`src/design/vfcm_pkg.sv`:
```
package vfcm_pkg;

	localparam int CHUNK_EDGE = 16;
	localparam int CHUNK_W    = 6;
	localparam int LOCAL_W    = 4;
	localparam int POS_W      = 11;
	localparam int COLOUR_W   = 8;
	localparam int FACE_W     = 3;
	localparam int VNUM_W     = 17;
	localparam int NUM_FACES  = 6;
	localparam int CORNERS    = 4;
	localparam int CORNER_W   = $clog2(CORNERS);
	localparam int CFG_IDX_W  = 2;
	localparam int CFG_DATA_W = CHUNK_W;

	typedef enum logic [CFG_IDX_W-1:0] {
		REG_CHUNK_X = 2'd0,
		REG_CHUNK_Y = 2'd1,
		REG_CHUNK_Z = 2'd2
	} cfg_reg_t;

	typedef enum logic [FACE_W-1:0] {
		FACE_PX = 3'd0,
		FACE_NX = 3'd1,
		FACE_PY = 3'd2,
		FACE_NY = 3'd3,
		FACE_PZ = 3'd4,
		FACE_NZ = 3'd5
	} face_t;

	typedef struct packed {
		logic [POS_W-1:0] x;
		logic [POS_W-1:0] y;
		logic [POS_W-1:0] z;
	} pos_t;

	// Unit offset {x,y,z} of one corner of a face. Each row packs the four
	// corners of a face with corner 0 in the low bits.
	function automatic logic [2:0] corner_offset(input face_t face,
			input logic [CORNER_W-1:0] corner);
		logic [3*CORNERS-1:0] row;
		case (face)
			FACE_PX: row = {3'b101, 3'b111, 3'b110, 3'b100};
			FACE_NX: row = {3'b000, 3'b010, 3'b011, 3'b001};
			FACE_PY: row = {3'b110, 3'b111, 3'b011, 3'b010};
			FACE_NY: row = {3'b101, 3'b100, 3'b000, 3'b001};
			FACE_PZ: row = {3'b011, 3'b111, 3'b101, 3'b001};
			FACE_NZ: row = {3'b110, 3'b010, 3'b000, 3'b100};
			default: row = '0;
		endcase
		return row[3*corner +: 3];
	endfunction

endpackage

```
`src/design/vfcm_if.sv`:
```
interface vfcm_voxel_if import vfcm_pkg::*; ();
	logic                valid;
	logic                ready;
	logic [LOCAL_W-1:0]  local_x;
	logic [LOCAL_W-1:0]  local_y;
	logic [LOCAL_W-1:0]  local_z;
	logic                block_solid;
	logic [NUM_FACES-1:0] neighbor_blocked;
	logic [COLOUR_W-1:0] colour_red;
	logic [COLOUR_W-1:0] colour_green;
	logic [COLOUR_W-1:0] colour_blue;
	logic                chunk_start;

	modport source (output valid, local_x, local_y, local_z, block_solid, neighbor_blocked,
		colour_red, colour_green, colour_blue, chunk_start, input ready);
	modport sink (input valid, local_x, local_y, local_z, block_solid, neighbor_blocked,
		colour_red, colour_green, colour_blue, chunk_start, output ready);
endinterface

interface vfcm_vertex_if import vfcm_pkg::*; ();
	logic                valid;
	logic                ready;
	logic [POS_W-1:0]    pos_x;
	logic [POS_W-1:0]    pos_y;
	logic [POS_W-1:0]    pos_z;
	logic [FACE_W-1:0]   face_code;
	logic [COLOUR_W-1:0] out_red;
	logic [COLOUR_W-1:0] out_green;
	logic [COLOUR_W-1:0] out_blue;
	logic [VNUM_W-1:0]   vertex_number;
	logic                last_of_voxel;

	modport source (output valid, pos_x, pos_y, pos_z, face_code, out_red, out_green,
		out_blue, vertex_number, last_of_voxel, input ready);
	modport sink (input valid, pos_x, pos_y, pos_z, face_code, out_red, out_green,
		out_blue, vertex_number, last_of_voxel, output ready);
endinterface

```
`src/design/vfcm_face_lane.sv`:
```
// One face lane: world position of the selected corner of a fixed face.
module vfcm_face_lane import vfcm_pkg::*; (
	input  face_t                face,
	input  logic [CORNER_W-1:0]  corner,
	input  pos_t                 base,
	output pos_t                 vertex
);

	logic [2:0] offset;

	always_comb begin
		offset   = corner_offset(face, corner);
		vertex.x = base.x + POS_W'(offset[2]);
		vertex.y = base.y + POS_W'(offset[1]);
		vertex.z = base.z + POS_W'(offset[0]);
	end

endmodule

```
`src/design/voxel_face_culling_mesher.sv`:
```
// Channel   Direction  Transaction
// --------  ---------  ---------------------------------------------------
// voxel     in         one voxel: local position, solid flag, neighbor
//                      flags, color, chunk start
// vertex    out        one vertex: world position, face, color, index, last
// cfg_*     in         register write, index 0..2 = chunk_x, chunk_y, chunk_z
//
// A voxel with n exposed faces yields 4*n vertices, one vertex per cycle through the vertex
// output register while the vertex channel does not stall; a voxel with no exposed face
// never enters the emitter. The first vertex passes the emitter stage and then the vertex
// output register before it is offered.
// arst_n clears the chunk registers, the vertex counter and all valid flags.
// A stall on the vertex channel holds the output register and the emitter; the
// next voxel is taken in the cycle in which the last vertex of the current one moves on.
module voxel_face_culling_mesher import vfcm_pkg::*; (
	input  logic                  clk,
	input  logic                  arst_n,
	input  logic                  cfg_we,
	input  logic [CFG_IDX_W-1:0]  cfg_index,
	input  logic [CFG_DATA_W-1:0] cfg_data,
	vfcm_voxel_if.sink            voxel,
	vfcm_vertex_if.source         vertex
);

	// Chunk base registers; the user must write them only while idle, the block does not enforce it.
	logic [CHUNK_W-1:0] chunk_x_q;
	logic [CHUNK_W-1:0] chunk_y_q;
	logic [CHUNK_W-1:0] chunk_z_q;

	// Emitter stage: the voxel currently being expanded into vertices.
	// mask_s1 holds the faces still to emit; the lowest set bit is the current face.
	logic                 vld_s1;
	logic [NUM_FACES-1:0] mask_s1;
	logic [CORNER_W-1:0]  corner_s1;
	pos_t                 base_s1;
	logic [COLOUR_W-1:0]  red_s1;
	logic [COLOUR_W-1:0]  green_s1;
	logic [COLOUR_W-1:0]  blue_s1;

	// Running vertex index within the chunk.
	logic [VNUM_W-1:0] counter_q;

	// Vertex output register.
	logic                out_vld_q;
	pos_t                out_pos_q;
	face_t               out_face_q;
	logic [COLOUR_W-1:0] out_red_q;
	logic [COLOUR_W-1:0] out_green_q;
	logic [COLOUR_W-1:0] out_blue_q;
	logic [VNUM_W-1:0]   out_vnum_q;
	logic                out_last_q;

	logic                 accept;
	logic                 emit;
	logic                 last_vtx;
	logic [NUM_FACES-1:0] sel_onehot;
	logic [NUM_FACES-1:0] rest_mask;
	logic [NUM_FACES-1:0] new_mask;
	face_t                face_sel;
	pos_t                 lane_pos [NUM_FACES];
	pos_t                 merged_pos;
	pos_t                 new_base;

	// Configuration writes. Indexes beyond the list are ignored.
	always_ff @(posedge clk or negedge arst_n) begin
		if (!arst_n) begin
			chunk_x_q <= '0;
			chunk_y_q <= '0;
			chunk_z_q <= '0;
		end else if (cfg_we) begin
			unique case (cfg_index)
				REG_CHUNK_X: chunk_x_q <= cfg_data;
				REG_CHUNK_Y: chunk_y_q <= cfg_data;
				REG_CHUNK_Z: chunk_z_q <= cfg_data;
				default: ;
			endcase
		end
	end

	// World base of the incoming voxel: chunk index scaled by the chunk edge plus
	// the local position. Sums wrap at the position width.
	always_comb begin
		new_base.x = POS_W'(chunk_x_q) * POS_W'(CHUNK_EDGE) + POS_W'(voxel.local_x);
		new_base.y = POS_W'(chunk_y_q) * POS_W'(CHUNK_EDGE) + POS_W'(voxel.local_y);
		new_base.z = POS_W'(chunk_z_q) * POS_W'(CHUNK_EDGE) + POS_W'(voxel.local_z);
		new_mask   = voxel.block_solid ? ~voxel.neighbor_blocked : '0;
	end

	// Pick the lowest pending face.
	always_comb begin
		face_sel = FACE_PX;
		for (int i = NUM_FACES - 1; i >= 0; i--) begin
			if (mask_s1[i]) begin
				face_sel = face_t'(FACE_W'(i));
			end
		end
		sel_onehot = mask_s1 & (~mask_s1 + NUM_FACES'(1));
		rest_mask  = mask_s1 & ~sel_onehot;
	end

	// Every face has its own lane that works out the current corner; the merge
	// keeps the lane of the face being emitted.
	for (genvar f = 0; f < NUM_FACES; f++) begin : g_lane
		vfcm_face_lane u_lane (
			.face   (face_t'(FACE_W'(f))),
			.corner (corner_s1),
			.base   (base_s1),
			.vertex (lane_pos[f])
		);
	end

	always_comb begin
		merged_pos = '0;
		for (int i = 0; i < NUM_FACES; i++) begin
			merged_pos = merged_pos | (lane_pos[i] & {($bits(pos_t)){sel_onehot[i]}});
		end
	end

	// A vertex moves into the output register whenever that register is free or
	// being emptied. The next voxel is taken once the last vertex leaves the emitter.
	assign emit        = vld_s1 && (!out_vld_q || vertex.ready);
	assign last_vtx    = (corner_s1 == CORNER_W'(CORNERS - 1)) && (rest_mask == '0);
	assign voxel.ready = !vld_s1 || (emit && last_vtx);
	assign accept      = voxel.valid && voxel.ready;

	// Emitter control. A voxel with no exposed face never occupies the stage.
	always_ff @(posedge clk or negedge arst_n) begin
		if (!arst_n) begin
			vld_s1    <= 1'b0;
			mask_s1   <= '0;
			corner_s1 <= '0;
		end else if (accept) begin
			vld_s1    <= |new_mask;
			mask_s1   <= new_mask;
			corner_s1 <= '0;
		end else if (emit) begin
			corner_s1 <= corner_s1 + CORNER_W'(1);
			if (corner_s1 == CORNER_W'(CORNERS - 1)) begin
				mask_s1 <= rest_mask;
				if (rest_mask == '0) begin
					vld_s1 <= 1'b0;
				end
			end
		end
	end

	always_ff @(posedge clk) begin
		if (accept) begin
			base_s1  <= new_base;
			red_s1   <= voxel.colour_red;
			green_s1 <= voxel.colour_green;
			blue_s1  <= voxel.colour_blue;
		end
	end

	// The counter is cleared when a chunk start voxel is taken, whether or not it
	// emits anything. Its vertices come later, so the clear wins over a count.
	always_ff @(posedge clk or negedge arst_n) begin
		if (!arst_n) begin
			counter_q <= '0;
		end else if (accept && voxel.chunk_start) begin
			counter_q <= '0;
		end else if (emit) begin
			counter_q <= counter_q + VNUM_W'(1);
		end
	end

	always_ff @(posedge clk or negedge arst_n) begin
		if (!arst_n) begin
			out_vld_q <= 1'b0;
		end else if (emit) begin
			out_vld_q <= 1'b1;
		end else if (vertex.ready) begin
			out_vld_q <= 1'b0;
		end
	end

	always_ff @(posedge clk) begin
		if (emit) begin
			out_pos_q   <= merged_pos;
			out_face_q  <= face_sel;
			out_red_q   <= red_s1;
			out_green_q <= green_s1;
			out_blue_q  <= blue_s1;
			out_vnum_q  <= counter_q;
			out_last_q  <= last_vtx;
		end
	end

	assign vertex.valid         = out_vld_q;
	assign vertex.pos_x         = out_pos_q.x;
	assign vertex.pos_y         = out_pos_q.y;
	assign vertex.pos_z         = out_pos_q.z;
	assign vertex.face_code     = out_face_q;
	assign vertex.out_red       = out_red_q;
	assign vertex.out_green     = out_green_q;
	assign vertex.out_blue      = out_blue_q;
	assign vertex.vertex_number = out_vnum_q;
	assign vertex.last_of_voxel = out_last_q;

endmodule

```
`src/flat_wrapper.sv`:
```
// flat-port wrapper written by rule: the top's interface ports become plain ports
module voxel_face_culling_mesher_flat import vfcm_pkg::*;
  (clk, arst_n, cfg_we, cfg_index, cfg_data, voxel_valid, voxel_local_x, voxel_local_y, voxel_local_z, voxel_block_solid, voxel_neighbor_blocked, voxel_colour_red, voxel_colour_green, voxel_colour_blue, voxel_chunk_start, voxel_ready, vertex_valid, vertex_pos_x, vertex_pos_y, vertex_pos_z, vertex_face_code, vertex_out_red, vertex_out_green, vertex_out_blue, vertex_vertex_number, vertex_last_of_voxel, vertex_ready);
  vfcm_voxel_if voxel_i ();
  vfcm_vertex_if vertex_i ();
  input  logic clk;
  input  logic arst_n;
  input  logic cfg_we;
  input  logic [CFG_IDX_W-1:0] cfg_index;
  input  logic [CFG_DATA_W-1:0] cfg_data;
  input wire logic [$bits(voxel_i.valid)-1:0] voxel_valid;
  input wire logic [$bits(voxel_i.local_x)-1:0] voxel_local_x;
  input wire logic [$bits(voxel_i.local_y)-1:0] voxel_local_y;
  input wire logic [$bits(voxel_i.local_z)-1:0] voxel_local_z;
  input wire logic [$bits(voxel_i.block_solid)-1:0] voxel_block_solid;
  input wire logic [$bits(voxel_i.neighbor_blocked)-1:0] voxel_neighbor_blocked;
  input wire logic [$bits(voxel_i.colour_red)-1:0] voxel_colour_red;
  input wire logic [$bits(voxel_i.colour_green)-1:0] voxel_colour_green;
  input wire logic [$bits(voxel_i.colour_blue)-1:0] voxel_colour_blue;
  input wire logic [$bits(voxel_i.chunk_start)-1:0] voxel_chunk_start;
  output wire logic [$bits(voxel_i.ready)-1:0] voxel_ready;
  output wire logic [$bits(vertex_i.valid)-1:0] vertex_valid;
  output wire logic [$bits(vertex_i.pos_x)-1:0] vertex_pos_x;
  output wire logic [$bits(vertex_i.pos_y)-1:0] vertex_pos_y;
  output wire logic [$bits(vertex_i.pos_z)-1:0] vertex_pos_z;
  output wire logic [$bits(vertex_i.face_code)-1:0] vertex_face_code;
  output wire logic [$bits(vertex_i.out_red)-1:0] vertex_out_red;
  output wire logic [$bits(vertex_i.out_green)-1:0] vertex_out_green;
  output wire logic [$bits(vertex_i.out_blue)-1:0] vertex_out_blue;
  output wire logic [$bits(vertex_i.vertex_number)-1:0] vertex_vertex_number;
  output wire logic [$bits(vertex_i.last_of_voxel)-1:0] vertex_last_of_voxel;
  input wire logic [$bits(vertex_i.ready)-1:0] vertex_ready;
  assign voxel_i.valid = voxel_valid;
  assign voxel_i.local_x = voxel_local_x;
  assign voxel_i.local_y = voxel_local_y;
  assign voxel_i.local_z = voxel_local_z;
  assign voxel_i.block_solid = voxel_block_solid;
  assign voxel_i.neighbor_blocked = voxel_neighbor_blocked;
  assign voxel_i.colour_red = voxel_colour_red;
  assign voxel_i.colour_green = voxel_colour_green;
  assign voxel_i.colour_blue = voxel_colour_blue;
  assign voxel_i.chunk_start = voxel_chunk_start;
  assign voxel_ready = voxel_i.ready;
  assign vertex_valid = vertex_i.valid;
  assign vertex_pos_x = vertex_i.pos_x;
  assign vertex_pos_y = vertex_i.pos_y;
  assign vertex_pos_z = vertex_i.pos_z;
  assign vertex_face_code = vertex_i.face_code;
  assign vertex_out_red = vertex_i.out_red;
  assign vertex_out_green = vertex_i.out_green;
  assign vertex_out_blue = vertex_i.out_blue;
  assign vertex_vertex_number = vertex_i.vertex_number;
  assign vertex_last_of_voxel = vertex_i.last_of_voxel;
  assign vertex_i.ready = vertex_ready;
  voxel_face_culling_mesher u_core (.clk(clk), .arst_n(arst_n), .cfg_we(cfg_we), .cfg_index(cfg_index), .cfg_data(cfg_data), .voxel(voxel_i), .vertex(vertex_i));
endmodule
```
`config.mk`:
```
export PLATFORM = sky130hd
export DESIGN_NAME = voxel_face_culling_mesher_flat
export DESIGN_NICKNAME = d
export VERILOG_FILES = /design/src/design/vfcm_pkg.sv /design/src/design/vfcm_if.sv /design/src/design/vfcm_face_lane.sv /design/src/design/voxel_face_culling_mesher.sv /design/src/flat_wrapper.sv
export SDC_FILE = /design/constraint.sdc
export NUM_CORES = 1
export LEC_CHECK = 0
export ABC_AREA = 1
export BUFFER_PORTS_ARGS = -buffer_cell sky130_fd_sc_hd__buf_2
export CAP_MARGIN = 20
export CORE_MARGIN = 8
export CORE_UTILIZATION = 48
export CTS_CLUSTER_DIAMETER = 80
export DETAILED_ROUTE_END_ITERATION = 10
export GPL_TIMING_DRIVEN = 1
export HOLD_SLACK_MARGIN = 0.06
export PLACE_DENSITY = 0.76
export SYNTH_ARGS = -nofsm -noshare
export SYNTH_HDL_FRONTEND = slang
export SYNTH_SLANG_ARGS = --single-unit
```
`constraint.sdc`:
```
create_clock -name clk -period 3.35 [get_ports clk]
set_input_delay 0.8375 -clock clk [delete_from_list [all_inputs] [get_ports clk]]
set_output_delay 0.8375 -clock clk [all_outputs]
set_load 0.005 [all_outputs]
```
Word-level counts from Yosys, hierarchy flattened
Index checks and enable logic that the tools add are counted.
- register bits after elaboration: 180
- word-level logic and storage cells: 118
- output and inout bits: 80
- $add $sub $neg: 24
- mux-type cells: 19
- reduce and logical (&&, ||, !) cells: 24
- shifts and indexed selects: 6
- bitwise gates (word level): 16
- eq/ne operators: 3
- multipliers: 1
- operators with widths (operator ; number):
    $add A11 B1 Y11 ; 18
    $and A33 B33 Y33 ; 6
    $or A33 B33 Y33 ; 5
    $shiftx A12 B5 Y3 const A ; 6
    $mux W17 ; 2
    $add A10 B4 Y11 ; 3
    $mux W6 ; 4
    $not A6 Y6 ; 3
    $add A17 B1 Y17 const B ; 1
    $and A6 B6 Y6 ; 2
    $reduce_bool A2 Y1 ; 5
    $mux W2 ; 4
    $reduce_and A2 Y1 ; 4
    $mux W1 ; 7
    $add A6 B1 Y6 const B ; 1
    $logic_not A6 Y1 ; 1
    $mux W3 ; 2
    $reduce_or A6 Y1 ; 1
    $logic_and A1 B1 Y1 ; 5
    $eq A2 B2 Y1 const B ; 2
    $mul A2 B2 Y4 const A ; 1
    $reduce_or A4 Y1 ; 1
    $reduce_and A3 Y1 ; 1
    $add A2 B1 Y2 const B ; 1
    5 further kinds ; 7

Longest topological paths before layout
Gate-level depths: netlist of run 1.
- word-level depth: 12
- mapped depth: 12
- mapped depth without buffers: 12

Hierarchy
A second synthesis of run 1 with hierarchy kept.
- cells, all modules: 1699
- area total of the unflattened synthesis: 12712.2 µm²
- modules (own cells, without submodules) (module ; area each (µm²) ; cells an instance ; instances):
    voxel_face_culling_mesher ; 7448.4 ; 689 ; 1
    vfcm_face_lane (u_core.g_lane[0].u_lane ...) ; 874.6 ; 169 ; 5
    vfcm_face_lane (u_core.g_lane[5].u_lane) ; 890.9 ; 165 ; 1

Least setup slack after synthesis of run 1
No wires, ideal clock.
- path type: input to register
- start: in vertex_ready
- end: reg u_core.counter_q[4]
- path slack: -0.794 ns
- required time: 3.287 ns
- stages: 9
- arrival time: 4.081 ns
- library setup time: 0.063 ns
- path through: inv_1 nand2_1 nand2_1 inv_1 clkbuf_1 a41oi_1 nor2_1 nand2_1 inv_1
- cells in the longest elaborated chain, start to end: 7
- elaborated cells between the ends (all ways): 8
- classes of those cells: mux (1); reduce/logical (7)
- RTL lines (item ; RTL line ; RTL):
    start: declaration ; flat_wrapper.sv:32 ; input wire logic [$bits(vertex_i.ready)-1:0] vertex_ready;
    $logic_or A1 B1 Y1 * ; voxel_face_culling_mesher.sv:121 ; assign emit = vld_s1 && (!out_vld_q || vertex.ready);
    $logic_and A1 B1 Y1 * ; voxel_face_culling_mesher.sv:121 ;
    via u_core.emit ; voxel_face_culling_mesher.sv:54 ; logic emit;
    $logic_and A1 B1 Y1 ; voxel_face_culling_mesher.sv:123 ; assign voxel.ready = !vld_s1 || (emit && last_vtx);
    $logic_or A1 B1 Y1 ; voxel_face_culling_mesher.sv:123 ;
    $logic_and A1 B1 Y1 ; voxel_face_culling_mesher.sv:124 ; assign accept = voxel.valid && voxel.ready;
    $logic_and A1 B1 Y1 ; voxel_face_culling_mesher.sv:161 ; end else if (accept && voxel.chunk_start) begin
    $mux W17 or $reduce_bool A2 Y1 (tied branches) ; -- ;
    end signal: assignment ; voxel_face_culling_mesher.sv:164 ; counter_q <= counter_q + VNUM_W'(1);
    end: declaration ; voxel_face_culling_mesher.sv:41 ; logic [VNUM_W-1:0] counter_q;
The timed path passes the listed nets; every way through them passes the cells marked *.
A chain may end at the register's enable or synchronous reset.

Worst setup path after layout of run 1
- start: reg u_core.mask_s1[0]
- end: out voxel_ready
- cells in the longest elaborated chain, start to end: 9
- RTL lines (item ; RTL line ; RTL):
    start: declaration ; voxel_face_culling_mesher.sv:33 ; logic [NUM_FACES-1:0] mask_s1;
    start signal: assignment ; voxel_face_culling_mesher.sv:134 ; mask_s1 <= new_mask;
    start signal: assignment ; voxel_face_culling_mesher.sv:139 ; mask_s1 <= rest_mask;
    $not A6 Y6 ; voxel_face_culling_mesher.sv:97 ; sel_onehot = mask_s1 & (~mask_s1 + NUM_FACES'(1));
    $add A6 B1 Y6 ; voxel_face_culling_mesher.sv:97 ;
    $and A6 B6 Y6 ; voxel_face_culling_mesher.sv:97 ;
    $not A6 Y6 ; voxel_face_culling_mesher.sv:98 ; rest_mask = mask_s1 & ~sel_onehot;
    $and A6 B6 Y6 * ; voxel_face_culling_mesher.sv:98 ;
    $logic_not A6 Y1 * ; voxel_face_culling_mesher.sv:122 ; assign last_vtx = (corner_s1 == CORNER_W'(CORNERS - 1)) && (rest_mask == '0);
    $logic_and A1 B1 Y1 * ; voxel_face_culling_mesher.sv:122 ;
    via u_core.last_vtx ; voxel_face_culling_mesher.sv:55 ; logic last_vtx;
    $logic_and A1 B1 Y1 * ; voxel_face_culling_mesher.sv:123 ;
    $logic_or A1 B1 Y1 * ; voxel_face_culling_mesher.sv:123 ;
    end: declaration ; flat_wrapper.sv:21 ; output wire logic [$bits(voxel_i.ready)-1:0] voxel_ready;
Marks and branches as above.

==> reports/metrics.yaml, run 1 <==
status:
  outcome: "finished clean"
critical_path:
  critPathCaptureType: "primary output"
  critPathKind: "reg2out"
  cp.arrival_ps: 2270
  regToRegStartpoint: "u_core.mask_s1[0]$_DFFE_PN0P_"
  worst-r2r-setup-slack_ps: 750
  cp-startpoint: "u_core.mask_s1[0]$_DFFE_PN0P_"
  cp.required_ps: 2510
  cp-endpoint: "voxel_ready"
  cp_max_fo: 16
  r2r_cells: 10
  startpoint_type: "register"
  r2r-end: "u_core.green_s1[3]$_DFFE_PP_"
yosys:
  synth.area.top_cells: "edfxtp_1 46%, dfrtp_1 13%, nand2_1 9.4%, inv_1 5.2%, nand3_1 4.6%"
  ys_seq_elements: 177
  synth_area_um2: 8580
  async_flop_share_pct: 25.4
  avgSynthCellArea_um2: 9.55
  yosysWarnings: 0
  synth_commonest_cells: "215 x nand2_1, 132 x edfxtp_1, 118 x inv_1, 79 x nand3_1, 77 x nor2_1"
  synth_nets: 978
  synth.distinct_cells: 42
  synth_enable_flop_cells: 132
  ys.flop_type: "edfxtp_1"
  post-synth-top-count-cell: "nand2_1"
  ys_seq_area_share_pct: 59.3
  synth_top_cell_by_area: "edfxtp_1"
  syn_inst: 898
  synth_top_area_share_pct: 46.2
final_layout:
  design_area_um2: 10200
  multi_input_area_um2: 2910
  drive_gt1_share_pct: 18.9
  layout.cells.non_filler: 1285
  antenna_cells: 0
  area_delta_synth_final_pct: 18.3
  seqCellArea_um2: 5090
  nFillCells: 1591
  layout.nets: 1123
sta:
  slew_headroom_pct: 51.0
  post-route-min-period_ps: 3100
  hold_viol: 0
  setup-tns-final_ps: 0
  tightest_slew_ps: 735
  clock.fmax_ghz: 0.322
  slew_viol_final: 0
  fin_skew_ps: 9.99
  rsz0062_at_grt: "false"
  setup_violations: 0
  final.period_utilization_pct: 92.7
  timing.final.ws_setup_ps: 245
cts:
  cts_buffer_depth: 2
  cts_hold_buf: 0
  post_cts_resized: 0
  post_cts_buffers: 0
  clk_pin_slew_worst_paths_ps: 70
  cts_root_buffer: "clkbuf_16"
  clock_latency_ps: 430
  cts_sinks: 177
  cts_made_buffers: 17
  cts_tree: "done"
  htree_num_levels: 4
route:
  wl_mm: 20.7
  vias: 6843
  route.antenna.remaining_nets: 0
  via_per_inst: 5.33
  drt_pass1_iterations: 5
  avgRoutedWirePerCell_um: 16.1
  drt-initial-drc-count: 686
  drc: 0
power:
  p_total_uw: 8400
  leakagePower_uw: 0.00463
  p_sw_uw: 3180
  p_sw_share_pct: 37.9
  power_density_nw_per_um2: 828
  p_int_uw: 5220
  power.share.clock_pct: 23.6
  irDropWorstVdd_v: 0.000450
  seqPwrFrac_pct: 42.7
  combPwrFrac_pct: 33.7
placed_design:
  gp_congestion: 0.948
  dp_cells: 1252
  numPortBuffers: 136
  dp_hpwl_mm: 15.2
  placed_area_um2: 9520
  pre_cts_ws_ps: 726
floorplanning:
  fp-row-count: 49
  die_y_um: 150
  io-pin-count: 137
  initial_core_util_pct: 48.2
  dieArea_um2: 22400
  core_um2: 17800
  die_x_um: 150
global_routing:
  antenna_found_initial: 1
  grt_overflow: 0
  grt_pass1_wl_mm: 32.2
  grt_pass1_vias: 6348
  grt_max_degree: 51
  grtUsageTotal_pct: 18.4
run:
  cap_violations: 0
hold_path:
  hp-class: "in2async"
registers in the layout, indices dropped and copies added (netlist names), 8 cells and up:
name,cells
u_core.green_s1,8
u_core.vertex.pos_y,11
u_core.vertex.out_red,8
u_core.vertex.out_blue,8
u_core.base_s1,30
u_core.vertex.pos_z,11
u_core.blue_s1,8
u_core.red_s1,8
u_core.counter_q,17
u_core.vertex.vertex_number,17
u_core.vertex.out_green,8
u_core.vertex.pos_x,11
cells by family after synthesis:
group / after synthesis / synth area share, %
xor+xnor: 18 / 1.84
fa+ha+maj: 23 / 3.35
simple gates: 411 / 20.6
flops: 177 / 59.3
compound gates: 121 / 8.12
buf+inv: 148 / 6.74
metal layers:
metal	share of wire (%)	global-route usage (%)	vias to the layer above
met1	41	23.1	3160
met3	8.7	5.02	35
met5	0.048	0	-
met2	47	29.6	321
li1	-	-	3325
met4	2.4	7.75	2
critical path, stage by stage, from the launching register on:
cell	delay (ps)
dfrtp_1	650
nor2_8	380
nand3_2	160
nand2_1	90
nand2_1	60
nor2_2	120
nand2_1	100
nand2_4	130
buf_2	140
worst min path at each step:
stage / startpoint / endpoint / slack [ps] / depth (start not counted)
2_1_floorplan: u_core.blue_s1[0]$_DFFE_PP_ / u_core.vertex.out_blue[0]$_DFFE_PP_ / 400 / 0
3_3_place_gp: u_core.red_s1[1]$_DFFE_PP_ / u_core.vertex.out_red[1]$_DFFE_PP_ / 400 / 0
3_5_place_dp: u_core.blue_s1[0]$_DFFE_PP_ / u_core.vertex.out_blue[0]$_DFFE_PP_ / 400 / 0
4_1_cts: u_core.red_s1[4]$_DFFE_PP_ / u_core.vertex.out_red[4]$_DFFE_PP_ / 420 / 0
5_1_grt: arst_n / u_core.counter_q[10]$_DFFE_PN0P_ / 260 / 1
6_report: arst_n / u_core.counter_q[15]$_DFFE_PN0P_ / 270 / 1
through the flow:
stage | hold WS (ps) | utilization, %
floorplan | 400 | -
global placement | 400 | 53.6
detailed placement | 405 | 53.6
CTS | 419 | 57.0
global route | 259 | 57.1
finish | 267 | 57.1
power groups by stage:
stage | sequential [µW] | combinational (µW) | clock, µW
after floorplan | 3580 | 1740 | 0
after global placement | 3620 | 2760 | 0
after detailed placement | 3630 | 2800 | 0
after CTS | 3590 | 2820 | 2020
after global routing | 3660 | 3150 | 2110
final | 3590 | 2830 | 1980
final cells by class:
cell class | count | area share, %
flip-flops and latches | 177 | 50.1
multi-input cells | 573 | 28.7
repair buffers | 144 | 7.54
inverters | 130 | 4.82
clock buffers | 17 | 4.19
well taps | 229 | 2.82
clock inverters | 15 | 1.82
layout by cell type, fill, tap and decap left out, types with 3 or more instances in the layout:
cell type	n
edfxtp_1	132
buf_2	136
xor2_1	16
clkinv_8	5
inv_8	5
dfrtp_1	45
clkbuf_16	17
nand4_1	14
a221oi_1	4
o211ai_1	6
a21oi_1	23
ha_1	23
nor2_1	77
o22ai_1	6
o21ai_0	63
o221ai_1	3
inv_1	116
nand3_1	79
nor3_1	12
nand2_1	215
inv_2	12
a22oi_1	4
buf_4	6
Power figures use the tool's default switching activity.
==> inputs of run 2 (changes only) <==
ABC_AREA = not set   (was 1)
PLACE_DENSITY = 0.77   (was 0.76)
SETUP_SLACK_MARGIN = 0.2   (was not set)
==> run 2 against run 1 <==
- worst hold slack worse by 42 ps
- largest cell class unchanged
- sequential share of layout area is 3.7 points higher
- critical endpoint unchanged
- wire length is 4.4% lower
- non-clock buffer count is 7 higher
- count of clock-buffer cells in the layout stayed put
- critical path depth is 3 lower
- highest routed layer is now met4
- area after synthesis is 8.4% lower
==> reports/metrics.yaml, run 2 <==
yosys:
  synth_nets: 682  # -30%
  ys_seq_elements: 177  # unchanged
  ys_seq_area_share_pct: 64.8  # +5.4 points
  syn_inst: 602  # -33%
  synth_commonest_cells: "132 x edfxtp_1, 45 x dfrtp_1, 44 x nand2_1, 44 x nor2_1, 26 x o21ai_0"
  synth.distinct_cells: 70  # +67%
  synth_enable_flop_cells: 132  # unchanged
  synth_top_cell_by_area: "edfxtp_1"
  synth.area.top_cells: "edfxtp_1 50%, dfrtp_1 14%, ha_1 3.7%, mux2_2 2.6%, nand2_1 2.1%"
  yosysWarnings: 0  # unchanged
  synth_top_area_share_pct: 50.4  # +4.2 points
  synth_area_um2: 7860  # -8.4%
  post-synth-top-count-cell: "edfxtp_1"
  avgSynthCellArea_um2: 13.1  # +37%
  async_flop_share_pct: 25.4  # unchanged
  ys.flop_type: "edfxtp_1"
status:
  outcome: "finished clean"
route:
  via_per_inst: 5.81  # +9.0%
  drc: 0  # unchanged
  avgRoutedWirePerCell_um: 20.2  # +26%
  wl_mm: 19.7  # -4.4%
  route.antenna.remaining_nets: 0  # unchanged
  vias: 5666  # -17%
  drt_pass1_iterations: 5  # unchanged
  drt-initial-drc-count: 479  # -30%
sta:
  rsz0062_at_grt: "false"
  setup_violations: 0  # unchanged
  final.period_utilization_pct: 89.8  # -2.9 points
  fin_skew_ps: 12.8  # +2.84 ps
  clock.fmax_ghz: 0.332  # +3.2%
  post-route-min-period_ps: 3010  # -95.5 ps
  slew_headroom_pct: 36.4  # -15 points
  hold_viol: 0  # unchanged
  setup-tns-final_ps: 0  # unchanged
  slew_viol_final: 0  # unchanged
  tightest_slew_ps: 952  # +217 ps
  hold_ws_ps: 225  # -41.8 ps
final_layout:
  layout_commonest_cell: "buf_2"
  area_delta_synth_final_pct: 20.2
  drive_gt1_share_pct: 28.3  # +9.4 points
  regMostFlops: "u_core.base_s1"
  antenna_cells: 0  # unchanged
  largest_reg_flops: 30  # unchanged
  final_cell_mix: "136 x buf_2, 132 x edfxtp_1, 45 x dfrtp_1, 44 x nand2_1, 44 x nor2_1"
  layout.nets: 827  # -26%
critical_path:
  worst-path-buf-inv: 2  # +1
  regToRegStartpoint: "u_core.corner_s1[1]$_DFFE_PN0P_"
  r2r_cells: 8  # -2
  cp.arrival_ps: 2170  # -100 ps
  critPathKind: "reg2out"
  cp.required_ps: 2510  # about the same
  critPathCaptureType: "primary output"
  cp_cell_sequence: "buf_4 > a2111o_1 > o21ai_0 > a41o_2 > buf_2"
  critPathTopFamily: "compound AO/OA/AOI/OAI gates"
  worst-r2r-setup-slack_ps: 730  # -20 ps
  r2r-end: "u_core.vertex.pos_z[6]$_DFFE_PP_"
  slowest_stage: "dfrtp_1"
  cp_max_fo: 13  # -3
  max_stage_delay_ps: 520  # -130 ps
  startpoint_type: "register"
power:
  leakagePower_uw: 0.00377  # -18%
  irDropWorstVdd_v: 0.000602  # +34%
  power_density_nw_per_um2: 972  # +17%
cts:
  clock_latency_ps: 440  # about the same
  cts_root_buffer: "clkbuf_16"
  post_cts_resized: 0  # unchanged
  post_cts_buffers: 0  # unchanged
  cts_tree: "done"
  cts_made_buffers: 17  # unchanged
  clk_pin_slew_worst_paths_ps: 70  # about the same
  cts_sinks: 177  # unchanged
  cts_hold_buf: 0  # unchanged
  htree_num_levels: 4  # unchanged
  cts_buffer_depth: 2  # unchanged
global_routing:
  grt_pass1_wl_mm: 30.5  # -5.3%
  grtUsageTotal_pct: 19.3  # +0.93 points
  antenna_found_initial: 0  # -1
  grt_overflow: 0  # unchanged
  grt_max_degree: 63  # +24%
  grt_pass1_vias: 5494  # -13%
hold_path:
  hp-class: "in2async"
floorplanning:
  fp-row-count: 46  # -6.1%
  dieArea_um2: 20700  # -7.5%
  die_x_um: 144  # -3.8%
  core_um2: 15900  # -10%
  io-pin-count: 137  # unchanged
  initial_core_util_pct: 49.3  # +1.0 points
  die_y_um: 144  # -3.8%
run:
  cap_violations: 0  # unchanged
placed_design:
  dp_hpwl_mm: 14.2  # -6.5%
  numPortBuffers: 136  # unchanged
  gp_congestion: 0.933  # -1.5%
-- run 2: report_power, final --
part	internal [µW]	switching, µW	total [µW]
clock	1120	880	2000
combinational	1430	2020	3450
sequential	3260	467	3730
total	5810	3370	9180
-- run 2: worst max-delay path by stage --
| stage | startpoint | slack (ps) | to | cells past startpoint |
|---|---|---|---|---|
| finish | u_core.mask_s1[1]$_DFFE_PN0P_ | 340 | voxel_ready | 5 |
| global route | u_core.mask_s1[1]$_DFFE_PN0P_ | 260 | voxel_ready | 5 |
| CTS | u_core.mask_s1[1]$_DFFE_PN0P_ | 260 | voxel_ready | 4 |
| detailed placement | u_core.mask_s1[1]$_DFFE_PN0P_ | 750 | voxel_ready | 4 |
| global placement | u_core.mask_s1[1]$_DFFE_PN0P_ | 810 | voxel_ready | 4 |
| floorplan | vertex_ready | 590 | u_core.mask_s1[1]$_DFFE_PN0P_ | 6 |
-- run 2: through the flow --
stage               util (%)  cell area (µm²)  power, µW  instances  setup WS (ps)
finish                  59.3             9450       9180        976            341
global route            59.3             9450       9720        976            255
detailed placement      55.2             8800       7110        940            745
floorplan                  -             7860       5800        602            594
CTS                     59.0             9410       9140        972            259
global placement        55.2             8800       7070        940            812
-- run 2: metal layers --
metal | global-route usage [%] | share of wire, %
met5 | 0 | 0
met4 | 7.08 | 1.5
met3 | 4.38 | 7.1
met2 | 30.7 | 49
met1 | 25.4 | 43
-- run 2: final cells by class --
type / count / area, µm²
clock buffer: 17 / 425
clock inverter: 15 / 180
fill: 1248 / 6490
inverter: 18 / 68.8
multi-input combinational: 382 / 2580
sequential: 177 / 5090
tap: 216 / 270
timing repair buffer: 151 / 831
-- run 2: cells by family after synthesis --
logic type	synth area share, %
buffers and inverters	2.39
XOR/XNOR	1.89
AO/OA/AOI/OAI	12.7
flip-flops	64.8
AND/OR/NAND/NOR	11.8
multiplexers	2.71
adder cells (fa/ha/maj)	3.79
==> inputs of run 3 (changes only) <==
CORE_ASPECT_RATIO = 1.75   (was not set)
==> run 3 against run 2 <==
- count of clock-buffer cells in the layout grew 2
- sequential power about the same
- final cell count is 2.9% lower
- sequential share of layout area rose by 0.71 points
==> reports/metrics.yaml, run 3 (synthesis results as in run 2) <==
sta:
  setup-tns-final_ps: 0  # unchanged
  timing.final.ws_setup_ps: 307  # -33.5 ps
  hold_ws_ps: 220  # -4.54 ps
  setup_violations: 0  # unchanged
  hold_viol: 0  # unchanged
  final.period_utilization_pct: 90.8  # +1.0 points
  post-route-min-period_ps: 3040  # +33.5 ps
  clock.fmax_ghz: 0.329  # -1.1%
  rsz0062_at_grt: "false"
  tightest_slew_ps: 844  # -108 ps
  slew_viol_final: 0  # unchanged
  fin_skew_ps: 15.8  # +2.98 ps
  slew_headroom_pct: 43.6  # +7.2 points
floorplanning:
  die_y_um: 185  # +29%
  core_um2: 16200  # +1.7%
  fp-row-count: 62  # +35%
  initial_core_util_pct: 48.5  # -0.82 points
  io-pin-count: 137  # unchanged
  die_x_um: 113  # -22%
  dieArea_um2: 20900  # +0.78%
final_layout:
  layout_commonest_cell: "buf_2"
  seqCellArea_um2: 5090  # unchanged
  largest_reg_flops: 30  # unchanged
  drive_gt1_share_pct: 27.8  # -0.51 points
  nFillCells: 1310  # +5.0%
  layout.nets: 823  # -0.48%
  area_delta_synth_final_pct: 18.7
  layout.cells.non_filler: 948  # -2.9%
  antenna_cells: 0  # unchanged
  post-route-util_pct: 57.5  # -1.7 points
  final_cell_mix: "136 x buf_2, 132 x edfxtp_1, 45 x dfrtp_1, 44 x nand2_1, 44 x nor2_1"
  multi_input_area_um2: 2580  # unchanged
  regMostFlops: "u_core.base_s1"
placed_design:
  dp_hpwl_mm: 15.0  # +5.6%
  gp_congestion: 0.981  # +5.1%
  dp_cells: 915  # -2.7%
  numPortBuffers: 136  # unchanged
  pre_cts_ws_ps: 678  # -67.4 ps
cts:
  cts_sinks: 177  # unchanged
  post_cts_buffers: 0  # unchanged
  cts_buffer_depth: 2  # unchanged
  cts_hold_buf: 0  # unchanged
  cts_tree: "done"
  cts_root_buffer: "clkbuf_16"
  clk_pin_slew_worst_paths_ps: 70  # about the same
  htree_num_levels: 4  # unchanged
  cts_made_buffers: 17  # unchanged
  clock_latency_ps: 430  # about the same
  post_cts_resized: 0  # unchanged
hold_path:
  hp-class: "in2async"
critical_path:
  startpoint_type: "register"
  max_stage_delay_ps: 460  # -60 ps
  critPathTopFamily: "compound AO/OA/AOI/OAI gates"
  cp_max_fo: 20  # +7
  cp_cell_sequence: "buf_4 > or2_2 > o21ai_0 > a41o_2 > buf_2"
  slowest_stage: "or2_2"
  cp.required_ps: 2510  # about the same
  critPathKind: "reg2out"
  cp.arrival_ps: 2210  # +40 ps
  worst-path-buf-inv: 2  # unchanged
  critPathCaptureType: "primary output"
route:
  drt_pass1_iterations: 6  # +1
  avgRoutedWirePerCell_um: 21.4  # +5.6%
  via_per_inst: 6.08  # +4.8%
  drc: 0  # unchanged
  wl_mm: 20.3  # +2.6%
  drt-initial-drc-count: 522  # +9.0%
  route.antenna.remaining_nets: 0  # unchanged
  vias: 5767  # +1.8%
power:
  leakagePower_uw: 0.00373  # -1.1%
  irDropWorstVdd_v: 0.000490  # -19%
  power_density_nw_per_um2: 963  # -0.91%
global_routing:
  antenna_found_initial: 0  # unchanged
  grt_overflow: 0  # unchanged
  grtUsageTotal_pct: 19.8  # +0.43 points
  grt_max_degree: 63  # unchanged
  grt_pass1_wl_mm: 31.4  # +3.2%
  grt_pass1_vias: 5914  # +7.6%
run:
  cap_violations: 0  # unchanged
status:
  outcome: "finished clean"
[run 3: path summary, 6_finish.rpt]
check	start	to	slack, ps	depth (start not counted)
hold / removal	arst_n	u_core.counter_q[6]$_DFFE_PN0P_	220	1
setup reg to reg	u_core.corner_s1[1]$_DFFE_PN0P_	u_core.vertex.pos_z[6]$_DFFE_PP_	600	8
max in group asynchronous	arst_n	u_core.chunk_y_q[5]$_DFFE_PN0P_	2680	2
setup / recovery	u_core.mask_s1[0]$_DFFE_PN0P_	voxel_ready	310	5
hold reg to reg	u_core.blue_s1[0]$_DFFE_PP_	u_core.vertex.out_blue[0]$_DFFE_PP_	420	0
min in group clk	u_core.blue_s1[0]$_DFFE_PP_	u_core.vertex.out_blue[0]$_DFFE_PP_	420	0
[run 3: metal layers]
| metal | track usage [%] | share of wire, % | up-vias | routed length [µm] |
|---|---|---|---|---|
| met2 | 35.7 | 53 | 275 | 10700 |
| li1 | - | - | 2615 | - |
| met5 | 0 | 0 | - | 0 |
| met4 | 12.6 | 4.2 | 0 | 854 |
| met3 | 4.08 | 5.5 | 55 | 1110 |
| met1 | 20.4 | 37 | 2822 | 7560 |
[run 3: final cells by class]
type                       instances  share of cell area (%)
sequential                       177                    54.6
multi-input combinational        382                    27.7
timing repair buffer             147                    8.72
clock buffer                      19                    4.64
tap                              192                    2.58
clock inverter                    13                    1.05
inverter                          18                   0.738
[run 3: where the power goes]
| part | internal, µW | leakage (µW) | switching (µW) |
|---|---|---|---|
| Combinational | 1390 | 0.00164 | 2070 |
| Clock | 959 | 0.000260 | 850 |
| Sequential | 3260 | 0.00184 | 452 |
[run 3: worst register-to-register path: cells and delay by family (launching register included)]
kind | cells | cell delay [ps]
compound gates | 3 | 910
fa+ha+maj | 3 | 900
flops | 1 | 470
buf+inv | 1 | 110
simple gates | 1 | 110
[run 3: through the flow]
step | total power (µW) | instance area (µm²)
3_3_place_gp | 7060 | 8770
5_1_grt | 9490 | 9330
4_1_cts | 8970 | 9310
3_5_place_dp | 7150 | 8770
6_report | 8980 | 9330
2_1_floorplan | 5800 | 7860
